[config.mk]
export PLATFORM = sky130hd
export DESIGN_NAME = can_frame_mailbox_with_freshness_unit
export DESIGN_NICKNAME = d
export VERILOG_FILES = /design/src/hdl/cfm_pkg.sv /design/src/hdl/cfm_ram.sv /design/src/hdl/can_frame_mailbox_with_freshness_unit.sv
export VERILOG_INCLUDE_DIRS = /design/src /design/src/hdl
export SDC_FILE = /design/constraint.sdc
export NUM_CORES = 2
export LEC_CHECK = 0
export BUFFER_PORTS_ARGS = -buffer_cell sky130_fd_sc_hd__buf_2
export CAP_MARGIN = 20
export CORE_ASPECT_RATIO = 1.75
export CORE_MARGIN = 3
export CORE_UTILIZATION = 35
export DETAILED_ROUTE_END_ITERATION = 8
export PLACE_DENSITY_LB_ADDON = 0.12
export SYNTH_ARGS = -nofsm -noshare
export SYNTH_HDL_FRONTEND = slang
export SYNTH_SLANG_ARGS = --single-unit
[constraint.sdc]
create_clock -name clock -period 12.65 [get_ports clock]
set_input_delay 0.6325 -clock clock [delete_from_list [all_inputs] [get_ports clock]]
set_output_delay 0.6325 -clock clock [all_outputs]
set_load 0.1 [all_outputs]
[src/hdl/can_frame_mailbox_with_freshness_unit_assert.svh]
// Assertion macros shared by the mailbox RTL.
`ifndef CAN_FRAME_MAILBOX_WITH_FRESHNESS_UNIT_ASSERT_SVH
`define CAN_FRAME_MAILBOX_WITH_FRESHNESS_UNIT_ASSERT_SVH

`ifndef SYNTHESIS
// Checked only while reset is low.
`define CFM_ASSERT_RST(label, clk, rst, prop) \
   label: assert property (@(posedge clk) disable iff (rst) prop) \
      else $error("mailbox assertion failed");
// Checked at every edge, also during reset.
`define CFM_ASSERT_ALWAYS(label, clk, prop) \
   label: assert property (@(posedge clk) prop) \
      else $error("mailbox assertion failed");
`else
`define CFM_ASSERT_RST(label, clk, rst, prop)
`define CFM_ASSERT_ALWAYS(label, clk, prop)
`endif

`endif

[src/hdl/cfm_pkg.sv]
`timescale 1ns / 1ps

package cfm_pkg;

   localparam int SOURCE_SLOTS = 16;
   localparam int TABLE_SIZE   = 16;
   localparam int SLOT_W       = 4;
   localparam int ID_W         = 29;
   localparam int DATA_W       = 64;
   localparam int TIME_W       = 32;
   localparam int MASK_W       = 16;
   localparam int CSR_IDX_W    = 8;
   localparam int CSR_DATA_W   = 32;

   localparam logic [TIME_W-1:0]  FRESH_LIMIT_RESET = 32'd500;
   localparam logic [MASK_W-1:0]  STATUS_MASK_RESET = 16'hFFFF;
   localparam logic [3:0]         FRAME_DLC         = 4'd8;
   localparam logic [SLOT_W-1:0]  STATUS_SLOT       = 4'd3;

   localparam logic               ACTION_FRAME      = 1'b0;
   localparam logic               ACTION_QUERY      = 1'b1;

   localparam logic [CSR_IDX_W-1:0] CSR_FRESH_LIMIT = 8'd0;
   localparam logic [CSR_IDX_W-1:0] CSR_STATUS_MASK = 8'd1;

   typedef logic [ID_W-1:0] source_id_type;

   localparam source_id_type SOURCE_IDS [TABLE_SIZE] = '{
      29'h520, 29'h521, 29'h522, 29'h526, 29'h527, 29'h530, 29'h536, 29'h538,
      29'h600, 29'h601, 29'h602, 29'h610, 29'h611, 29'h612, 29'h620, 29'h621
   };

endpackage

[src/hdl/cfm_ram.sv]
`timescale 1ns / 1ps

module cfm_ram #(
   parameter int WIDTH = 64,
   parameter int DEPTH = 16,
   parameter int ADDR_W = (DEPTH > 1) ? $clog2(DEPTH) : 1
) (
   input  logic              clock,
   input  logic              wr_en,
   input  logic [ADDR_W-1:0] wr_addr,
   input  logic [WIDTH-1:0]  wr_data,
   input  logic              rd_en,
   input  logic [ADDR_W-1:0] rd_addr,
   output logic [WIDTH-1:0]  rd_data
);

   logic [WIDTH-1:0] mem_ff [DEPTH];
   logic [WIDTH-1:0] rd_data_ff;

   always_ff @(posedge clock) begin
      if (wr_en) begin
         mem_ff[wr_addr] <= wr_data;
      end
      if (rd_en) begin
         rd_data_ff <= mem_ff[rd_addr];
      end
   end

   assign rd_data = rd_data_ff;

endmodule

[src/hdl/can_frame_mailbox_with_freshness_unit.sv]
`timescale 1ns / 1ps
// CAN mailbox with per-source freshness.
// The req_ channel carries one word per received CAN frame (req_action = 0)
// or per slot query (req_action = 1). A standard data frame with DLC 8 whose
// identifier is one of the sixteen source identifiers is stored in its slot.
// Every word yields exactly one rsp_ word: the accept flag, the slot, the
// queried payload (slot 3 has its low 16 bits masked by status_bit_mask), the
// fresh mask computed with the word's own now_ms, and the global receive info.
// The csr_ channel writes fresh_limit_ms (index 0) and status_bit_mask
// (index 1); other indexes are ignored. csr_ready is always high.
// An accepted word is held in the item registers while in S_RESP and moves
// into the output register, which drives rsp_valid, once that register is free.
// No new word is taken while one is in S_RESP, as req_ready is low there; the
// payload memory read is registered, and the sixteen freshness comparators run in parallel.
// If rsp_ready is low, the finished word waits in the output register; one
// more request may be taken and then waits for the output to drain.
// Reset clears all received bits, the seen flag and the last-receive time and
// restores the register defaults; payload and timestamp stores need no clearing.
`include "can_frame_mailbox_with_freshness_unit_assert.svh"

module can_frame_mailbox_with_freshness_unit (
   input  logic                            clock,
   input  logic                            reset,
   input  logic                            req_valid,
   output logic                            req_ready,
   input  logic                            req_action,
   input  logic [cfm_pkg::ID_W-1:0]        req_frame_id,
   input  logic                            req_is_extended,
   input  logic                            req_is_remote,
   input  logic [3:0]                      req_frame_length,
   input  logic [cfm_pkg::DATA_W-1:0]      req_payload,
   input  logic [cfm_pkg::TIME_W-1:0]      req_now_ms,
   input  logic [cfm_pkg::SLOT_W-1:0]      req_query_slot,
   output logic                            rsp_valid,
   input  logic                            rsp_ready,
   output logic                            rsp_accepted,
   output logic [cfm_pkg::SLOT_W-1:0]      rsp_matched_slot,
   output logic [cfm_pkg::DATA_W-1:0]      rsp_slot_payload,
   output logic                            rsp_slot_received,
   output logic [cfm_pkg::MASK_W-1:0]      rsp_fresh_sources,
   output logic                            rsp_any_frame_seen,
   output logic [cfm_pkg::TIME_W-1:0]      rsp_last_frame_ms,
   input  logic                            csr_valid,
   output logic                            csr_ready,
   input  logic [cfm_pkg::CSR_IDX_W-1:0]   csr_index,
   input  logic [cfm_pkg::CSR_DATA_W-1:0]  csr_data
);

   typedef enum logic {S_IDLE, S_RESP} state_type;

   state_type                       state_ff;
   logic [cfm_pkg::TIME_W-1:0]      fresh_limit_ff;
   logic [cfm_pkg::MASK_W-1:0]      status_mask_ff;
   logic [cfm_pkg::TABLE_SIZE-1:0]  received_ff;
   logic [cfm_pkg::TIME_W-1:0]      slot_time_ff [cfm_pkg::TABLE_SIZE];
   logic                            seen_any_ff;
   logic [cfm_pkg::TIME_W-1:0]      latest_ff;

   // Item held between accept and response.
   logic                            item_query_ff;
   logic                            item_hit_ff;
   logic [cfm_pkg::SLOT_W-1:0]      item_slot_ff;
   logic [cfm_pkg::TIME_W-1:0]      item_now_ff;

   logic                            rsp_valid_ff;
   logic                            rsp_accepted_ff;
   logic [cfm_pkg::SLOT_W-1:0]      rsp_slot_ff;
   logic [cfm_pkg::DATA_W-1:0]      rsp_payload_ff;
   logic                            rsp_received_ff;
   logic [cfm_pkg::MASK_W-1:0]      rsp_fresh_ff;
   logic                            rsp_seen_ff;
   logic [cfm_pkg::TIME_W-1:0]      rsp_latest_ff;

   logic                            req_fire;
   logic                            id_hit;
   logic [cfm_pkg::SLOT_W-1:0]      id_slot;
   logic                            frame_ok;
   logic                            store_en;
   logic                            rsp_free;
   logic [cfm_pkg::DATA_W-1:0]      ram_rd_data;
   logic [cfm_pkg::DATA_W-1:0]      pay_in;
   logic                            rcv_in;
   logic [cfm_pkg::MASK_W-1:0]      fresh_in;

   assign req_ready = (state_ff == S_IDLE);
   assign req_fire  = req_valid && req_ready;
   assign csr_ready = 1'b1;
   assign rsp_free  = !rsp_valid_ff || rsp_ready;

   // Identifier lookup; the loop runs downward so the lowest slot wins.
   always_comb begin
      id_hit  = 1'b0;
      id_slot = '0;
      for (int i = cfm_pkg::SOURCE_SLOTS - 1; i >= 0; i--) begin
         if (req_frame_id == cfm_pkg::SOURCE_IDS[i]) begin
            id_hit  = 1'b1;
            id_slot = cfm_pkg::SLOT_W'(i);
         end
      end
   end

   assign frame_ok = !req_is_extended && !req_is_remote &&
                     (req_frame_length == cfm_pkg::FRAME_DLC) && id_hit;
   assign store_en = req_fire && (req_action == cfm_pkg::ACTION_FRAME) && frame_ok;

   cfm_ram #(
      .WIDTH (cfm_pkg::DATA_W),
      .DEPTH (cfm_pkg::TABLE_SIZE)
   ) u_payload_ram (
      .clock   (clock),
      .wr_en   (store_en),
      .wr_addr (id_slot),
      .wr_data (req_payload),
      .rd_en   (req_fire && (req_action == cfm_pkg::ACTION_QUERY)),
      .rd_addr (req_query_slot),
      .rd_data (ram_rd_data)
   );

   // One comparator per slot on the wrapped age.
   always_comb begin
      fresh_in = '0;
      for (int i = 0; i < cfm_pkg::TABLE_SIZE; i++) begin
         fresh_in[i] = received_ff[i] &&
                       ((item_now_ff - slot_time_ff[i]) <= fresh_limit_ff);
      end
   end

   always_comb begin
      rcv_in = item_query_ff && received_ff[item_slot_ff];
      pay_in = '0;
      if (rcv_in) begin
         pay_in = ram_rd_data;
         if (item_slot_ff == cfm_pkg::STATUS_SLOT) begin
            pay_in[cfm_pkg::MASK_W-1:0] = ram_rd_data[cfm_pkg::MASK_W-1:0] & status_mask_ff;
         end
      end
   end

   always_ff @(posedge clock) begin
      if (reset) begin
         state_ff       <= S_IDLE;
         fresh_limit_ff <= cfm_pkg::FRESH_LIMIT_RESET;
         status_mask_ff <= cfm_pkg::STATUS_MASK_RESET;
         received_ff    <= '0;
         seen_any_ff    <= 1'b0;
         latest_ff      <= '0;
         rsp_valid_ff   <= 1'b0;
      end else begin
         if (csr_valid && csr_ready) begin
            unique case (csr_index)
               cfm_pkg::CSR_FRESH_LIMIT: fresh_limit_ff <= csr_data;
               cfm_pkg::CSR_STATUS_MASK: status_mask_ff <= csr_data[cfm_pkg::MASK_W-1:0];
               default: ;
            endcase
         end

         if (rsp_valid_ff && rsp_ready && (state_ff == S_IDLE)) begin
            rsp_valid_ff <= 1'b0;
         end

         unique case (state_ff)
            S_IDLE: begin
               if (req_fire) begin
                  item_query_ff <= (req_action == cfm_pkg::ACTION_QUERY);
                  item_hit_ff   <= store_en;
                  item_slot_ff  <= (req_action == cfm_pkg::ACTION_QUERY) ? req_query_slot
                                 : (frame_ok ? id_slot : '0);
                  item_now_ff   <= req_now_ms;
                  if (store_en) begin
                     slot_time_ff[id_slot] <= req_now_ms;
                     received_ff[id_slot]  <= 1'b1;
                     seen_any_ff           <= 1'b1;
                     latest_ff             <= req_now_ms;
                  end
                  state_ff <= S_RESP;
               end
            end
            S_RESP: begin
               if (rsp_free) begin
                  rsp_valid_ff    <= 1'b1;
                  rsp_accepted_ff <= item_hit_ff;
                  rsp_slot_ff     <= item_slot_ff;
                  rsp_payload_ff  <= pay_in;
                  rsp_received_ff <= rcv_in;
                  rsp_fresh_ff    <= fresh_in;
                  rsp_seen_ff     <= seen_any_ff;
                  rsp_latest_ff   <= latest_ff;
                  state_ff        <= S_IDLE;
               end
            end
            default: state_ff <= S_IDLE;
         endcase
      end
   end

   assign rsp_valid          = rsp_valid_ff;
   assign rsp_accepted       = rsp_accepted_ff;
   assign rsp_matched_slot   = rsp_slot_ff;
   assign rsp_slot_payload   = rsp_payload_ff;
   assign rsp_slot_received  = rsp_received_ff;
   assign rsp_fresh_sources  = rsp_fresh_ff;
   assign rsp_any_frame_seen = rsp_seen_ff;
   assign rsp_last_frame_ms  = rsp_latest_ff;

   `CFM_ASSERT_RST(a_store_updates_latest, clock, reset,
      store_en |=> seen_any_ff && (latest_ff == $past(req_now_ms)))
   `CFM_ASSERT_RST(a_accepted_is_fresh, clock, reset,
      (rsp_valid_ff && rsp_accepted_ff) |-> rsp_fresh_ff[rsp_slot_ff] && rsp_seen_ff)
   `CFM_ASSERT_RST(a_received_bit_backs_reply, clock, reset,
      (rsp_valid_ff && rsp_received_ff) |-> received_ff[rsp_slot_ff])
   `CFM_ASSERT_RST(a_fresh_only_received, clock, reset,
      (rsp_fresh_ff & ~received_ff) == '0 || !rsp_valid_ff)

endmodule
==> flow_summary_export.csv <==
group,metric,value,unit
placed_design,dp_slack,6.51,ns
worst_hold_path,whs_path_depth,3,
worst_setup_path,critPathKind,"reg -> reg",
sta,finalWorstSetupSlack,6.54,ns
synthesis,async_reset_ff_share,0,%
synthesis,synth_common_cells,"1757 x edfxtp_1, 1008 x ha_1, 656 x inv_1",
pwr,powerDensity,120,nW/um^2
cts,clkLatencyLatePin,0.87,ns
synthesis,synthTopCellsByArea,"edfxtp_1 52%, ha_1 12%, mux4_2 7.2%",
floorplanning,initial_core_util,35.2,%
pwr,power,13.7,mW
sta,min_period,6.11,ns
synthesis,synth_area_per_cell,13.0,um^2
cells_and_area,multi_input_area,43500,um^2
synthesis,ys.warnings.count,0,
cells_and_area,fin_nets,9505,
sta,tightest_slew,1.17,ns
pwr,intPower,10.4,mW
cts,cts_resized,0,
floorplanning,placementRows,260,
pwr,switchingPower,3.28,mW
route,vias,65100,
worst_setup_path,cp_max_fo,9,
synthesis,synth-seq-cells,1856,
synthesis,synthSimpleGateAreaFrac,8.66,%
route,ant_nets,0,
cts,cts-buffers-inserted,193,
flow_run,drv_cap,0,
route,route.detailed.drc,0,
cts,clk_pin_slew,0.07,ns
floorplanning,coreArea,287000,um^2
worst_setup_path,r2r_cells,25,
route,drt-total-wl,307000,um
synthesis,synth-main-ff-cell,"edfxtp_1",
floorplanning,pin_count,303,
sta,fin_crit_sh,48.3,%
synthesis,yosysMostFrequentCell,"edfxtp_1",
pwr,power_leakage,43.1,nW
synthesis,synth-seq-area-share,54.2,%
global_routing,grt_pass1_wl,446000,um
synthesis,synth_xor_area_share,3.72,%
cts,cts_max_level,4,
pwr,power_frac_comb,9.3,%
route,drt_iter0_drc,3914,
synthesis,synth.area.mux_share,7.24,%
route,vias_per_cell,5.31,
synthesis,netlist_instances,7783,
synthesis,yosys.area.top_type,"edfxtp_1",
global_routing,grt_max_degree,112,
worst_setup_path,cp_data_required_time,13.29,ns
synthesis,synth_compound_area_share,10.4,%
worst_setup_path,slowest_delay,0.76,ns
global_routing,grt_pass1_vias,66100,
worst_setup_path,endpoint_kind,"flop",
worst_setup_path,reg2reg_slack,6.54,ns
sta,hold_violations,0,
sta,relSlewSlack,20.2,%
floorplanning,dieArea,295000,um^2
floorplanning,dieWidth,412,um
synthesis,netlist.area_leader.share,52.3,%
run_status,status,"complete, no violations",
pwr,vdd_drop_max,109,uV
worst_hold_path,hold_start,"csr_data[30]",
pwr,p_sw_share,23.9,%
cells_and_area,drive_gt1_share,13.4,%
cts,cts_tree,"built",
cts,cts.path.max_buffers,4,
pwr,p_seq_share,49.2,%
sta,setup_tns,0,ns
worst_setup_path,cp.arrival,6.75,ns
synthesis,synth_edf_count,1757,
global_routing,antenna_found_initial,43,
sta,slew_violations,0,
route,routedWlPerCell,25.1,um
floorplanning,die_h,717,um
placed_design,portBuffers,301,
placed_design,gp_congestion,0.868,
synthesis,synth_top_family_by_area,"adder cells",
worst_setup_path,slowest_stage,"a311oi_1",
cts,cts_sinks,1856,
sta,skew,0.0820,ns
cells_and_area,areaGrowthSynthToFinish,13.4,%
sta,fmax,164,MHz
worst_hold_path,min_to,"fresh_limit_ff[30]",
sta,rsz0062_at_grt,"false",
placed_design,dpl.hpwl,215000,um
route,drt_first_pass_iters,6,
pwr,pwr-share-clk,41.5,%
cts,root_buffer,"clkbuf_16",
synthesis,synth_fp_nets,8988,
sta,setup_violations,0,
synthesis,syn_area,101000,um^2
worst_setup_path,r2r_start,"item_now_ff[1]",
synthesis,ys_types,99,
global_routing,gr-total-overflow,0,
synthesis,synth_fa_ha_area_share,12.8,%
cells_and_area,num-fill-cells,27200,
worst_setup_path,crit_top_cell,"o21ai_0",
cells_and_area,ff_latch_area,54700,um^2
worst_setup_path,r2r-end,"rsp_fresh_sources[14]",
worst_hold_path,min_path_type,"in -> reg",
worst_setup_path,critPathLaunchType,"flop",
global_routing,grt_usage,20.6,%
per-layer routing:
layer | global-route usage, % | part of all wire (%) | vias up | routed length [um]
met5 | 0 | 0.067 | - | 206
met4 | 6.31 | 3.4 | 36 | 10600
met3 | 2.63 | 4.0 | 550 | 12200
met2 | 39.5 | 54 | 1460 | 167000
met1 | 23.4 | 38 | 32500 | 117000
li1 | - | - | 30600 | -
worst max-delay path, delay by kind of cell, from the launching register on:
kind            cells  cell delay, ns
compound gates     14            3.24
xor+xnor            1            0.14
fa+ha+maj           2            0.74
buf+inv             2            0.66
flops               1            0.34
simple gates        6            0.81
registers in the layout (all words and copies together), names as in the netlist, 4 cells and up:
register               cells
item_now_ff               32
received_ff               16
fresh_limit_ff            32
latest_ff                 32
u_payload_ram.rd_data     64
rsp_last_frame_ms         32
slot_time_ff             512
item_slot_ff               4
rsp_fresh_sources         16
u_payload_ram.mem_ff    1024
rsp_slot_payload          64
status_mask_ff            16
rsp_matched_slot           4
logic make-up after synthesis:
logic type                 count (synthesis)
DFF                                     1856
and+or+nand+nor                         1719
AOI/OAI and AO/OA                       1636
adders and majority gates               1024
buffers and inverters                    793
xor gates and xnor gates                 429
muxes                                    325
other                                      1
metrics by stage:
step / util, % / cells / area, um^2 / hold WS, ns
global route: 39.9 / 12200 / 114000 / 0.0495
floorplan: - / 7783 / 101000 / 0.400
finish: 39.9 / 12300 / 114000 / 0.0790
detailed placement: 37.7 / 11900 / 108000 / 0.416
CTS: 39.9 / 12200 / 114000 / 0.0000172
global placement: 37.7 / 11900 / 108000 / 0.412
placed cells by master (no fill, tap or decap), types with 148 or more instances in the layout:
master / count
o21a_1: 159
edfxtp_1: 1757
nor2_1: 367
clkbuf_16: 197
nor2b_1: 148
xnor2_1: 327
a21oi_1: 520
o21ai_0: 276
ha_1: 1008
mux4_2: 324
buf_2: 296
nand2_1: 372
inv_1: 656
a21o_1: 235
how the worst max path moves through the flow:
stage | from | endpoint | slack (ns) | depth (start not counted)
final | item_now_ff[1] | rsp_fresh_sources[14] | 6.54 | 25
after global routing | item_now_ff[1] | rsp_fresh_sources[14] | 5.98 | 25
after detailed placement | item_now_ff[1] | rsp_fresh_sources[6] | 6.51 | 20
after floorplan | reset | rsp_accepted | 2.77 | 3
after CTS | item_now_ff[1] | rsp_fresh_sources[6] | 6.49 | 20
after global placement | item_now_ff[1] | rsp_fresh_sources[14] | 6.31 | 25
what timing repair did:
| item | in CTS | in global routing |
|---|---|---|
| hold buffers | 25 | 0 |
| endpoints found under the hold margin | 33 | 0 |
| setup buffers | 0 | 0 |
power by group through the flow:
| stage | Sequential (mW) | Combinational [mW] | Clock (mW) |
|---|---|---|---|
| floorplan | 6.97 | 0.789 | 0 |
| detailed placement | 6.89 | 1.28 | 0 |
| global route | 6.76 | 1.42 | 6.10 |
| global placement | 6.89 | 1.26 | 0 |
| finish | 6.76 | 1.27 | 5.70 |
| CTS | 6.76 | 1.29 | 5.89 |
cell type report:
class,instances,area share (%)
Timing Repair Buffer,459,2.50
Inverter,656,2.15
Multi-Input combinational cell,5134,38.0
Antenna cell,12,0.0262
Sequential cell,1856,47.8
Tap cell,3799,4.15
Clock buffer,242,4.48
Clock inverter,99,0.846
(Power assumes the default switching activity.)
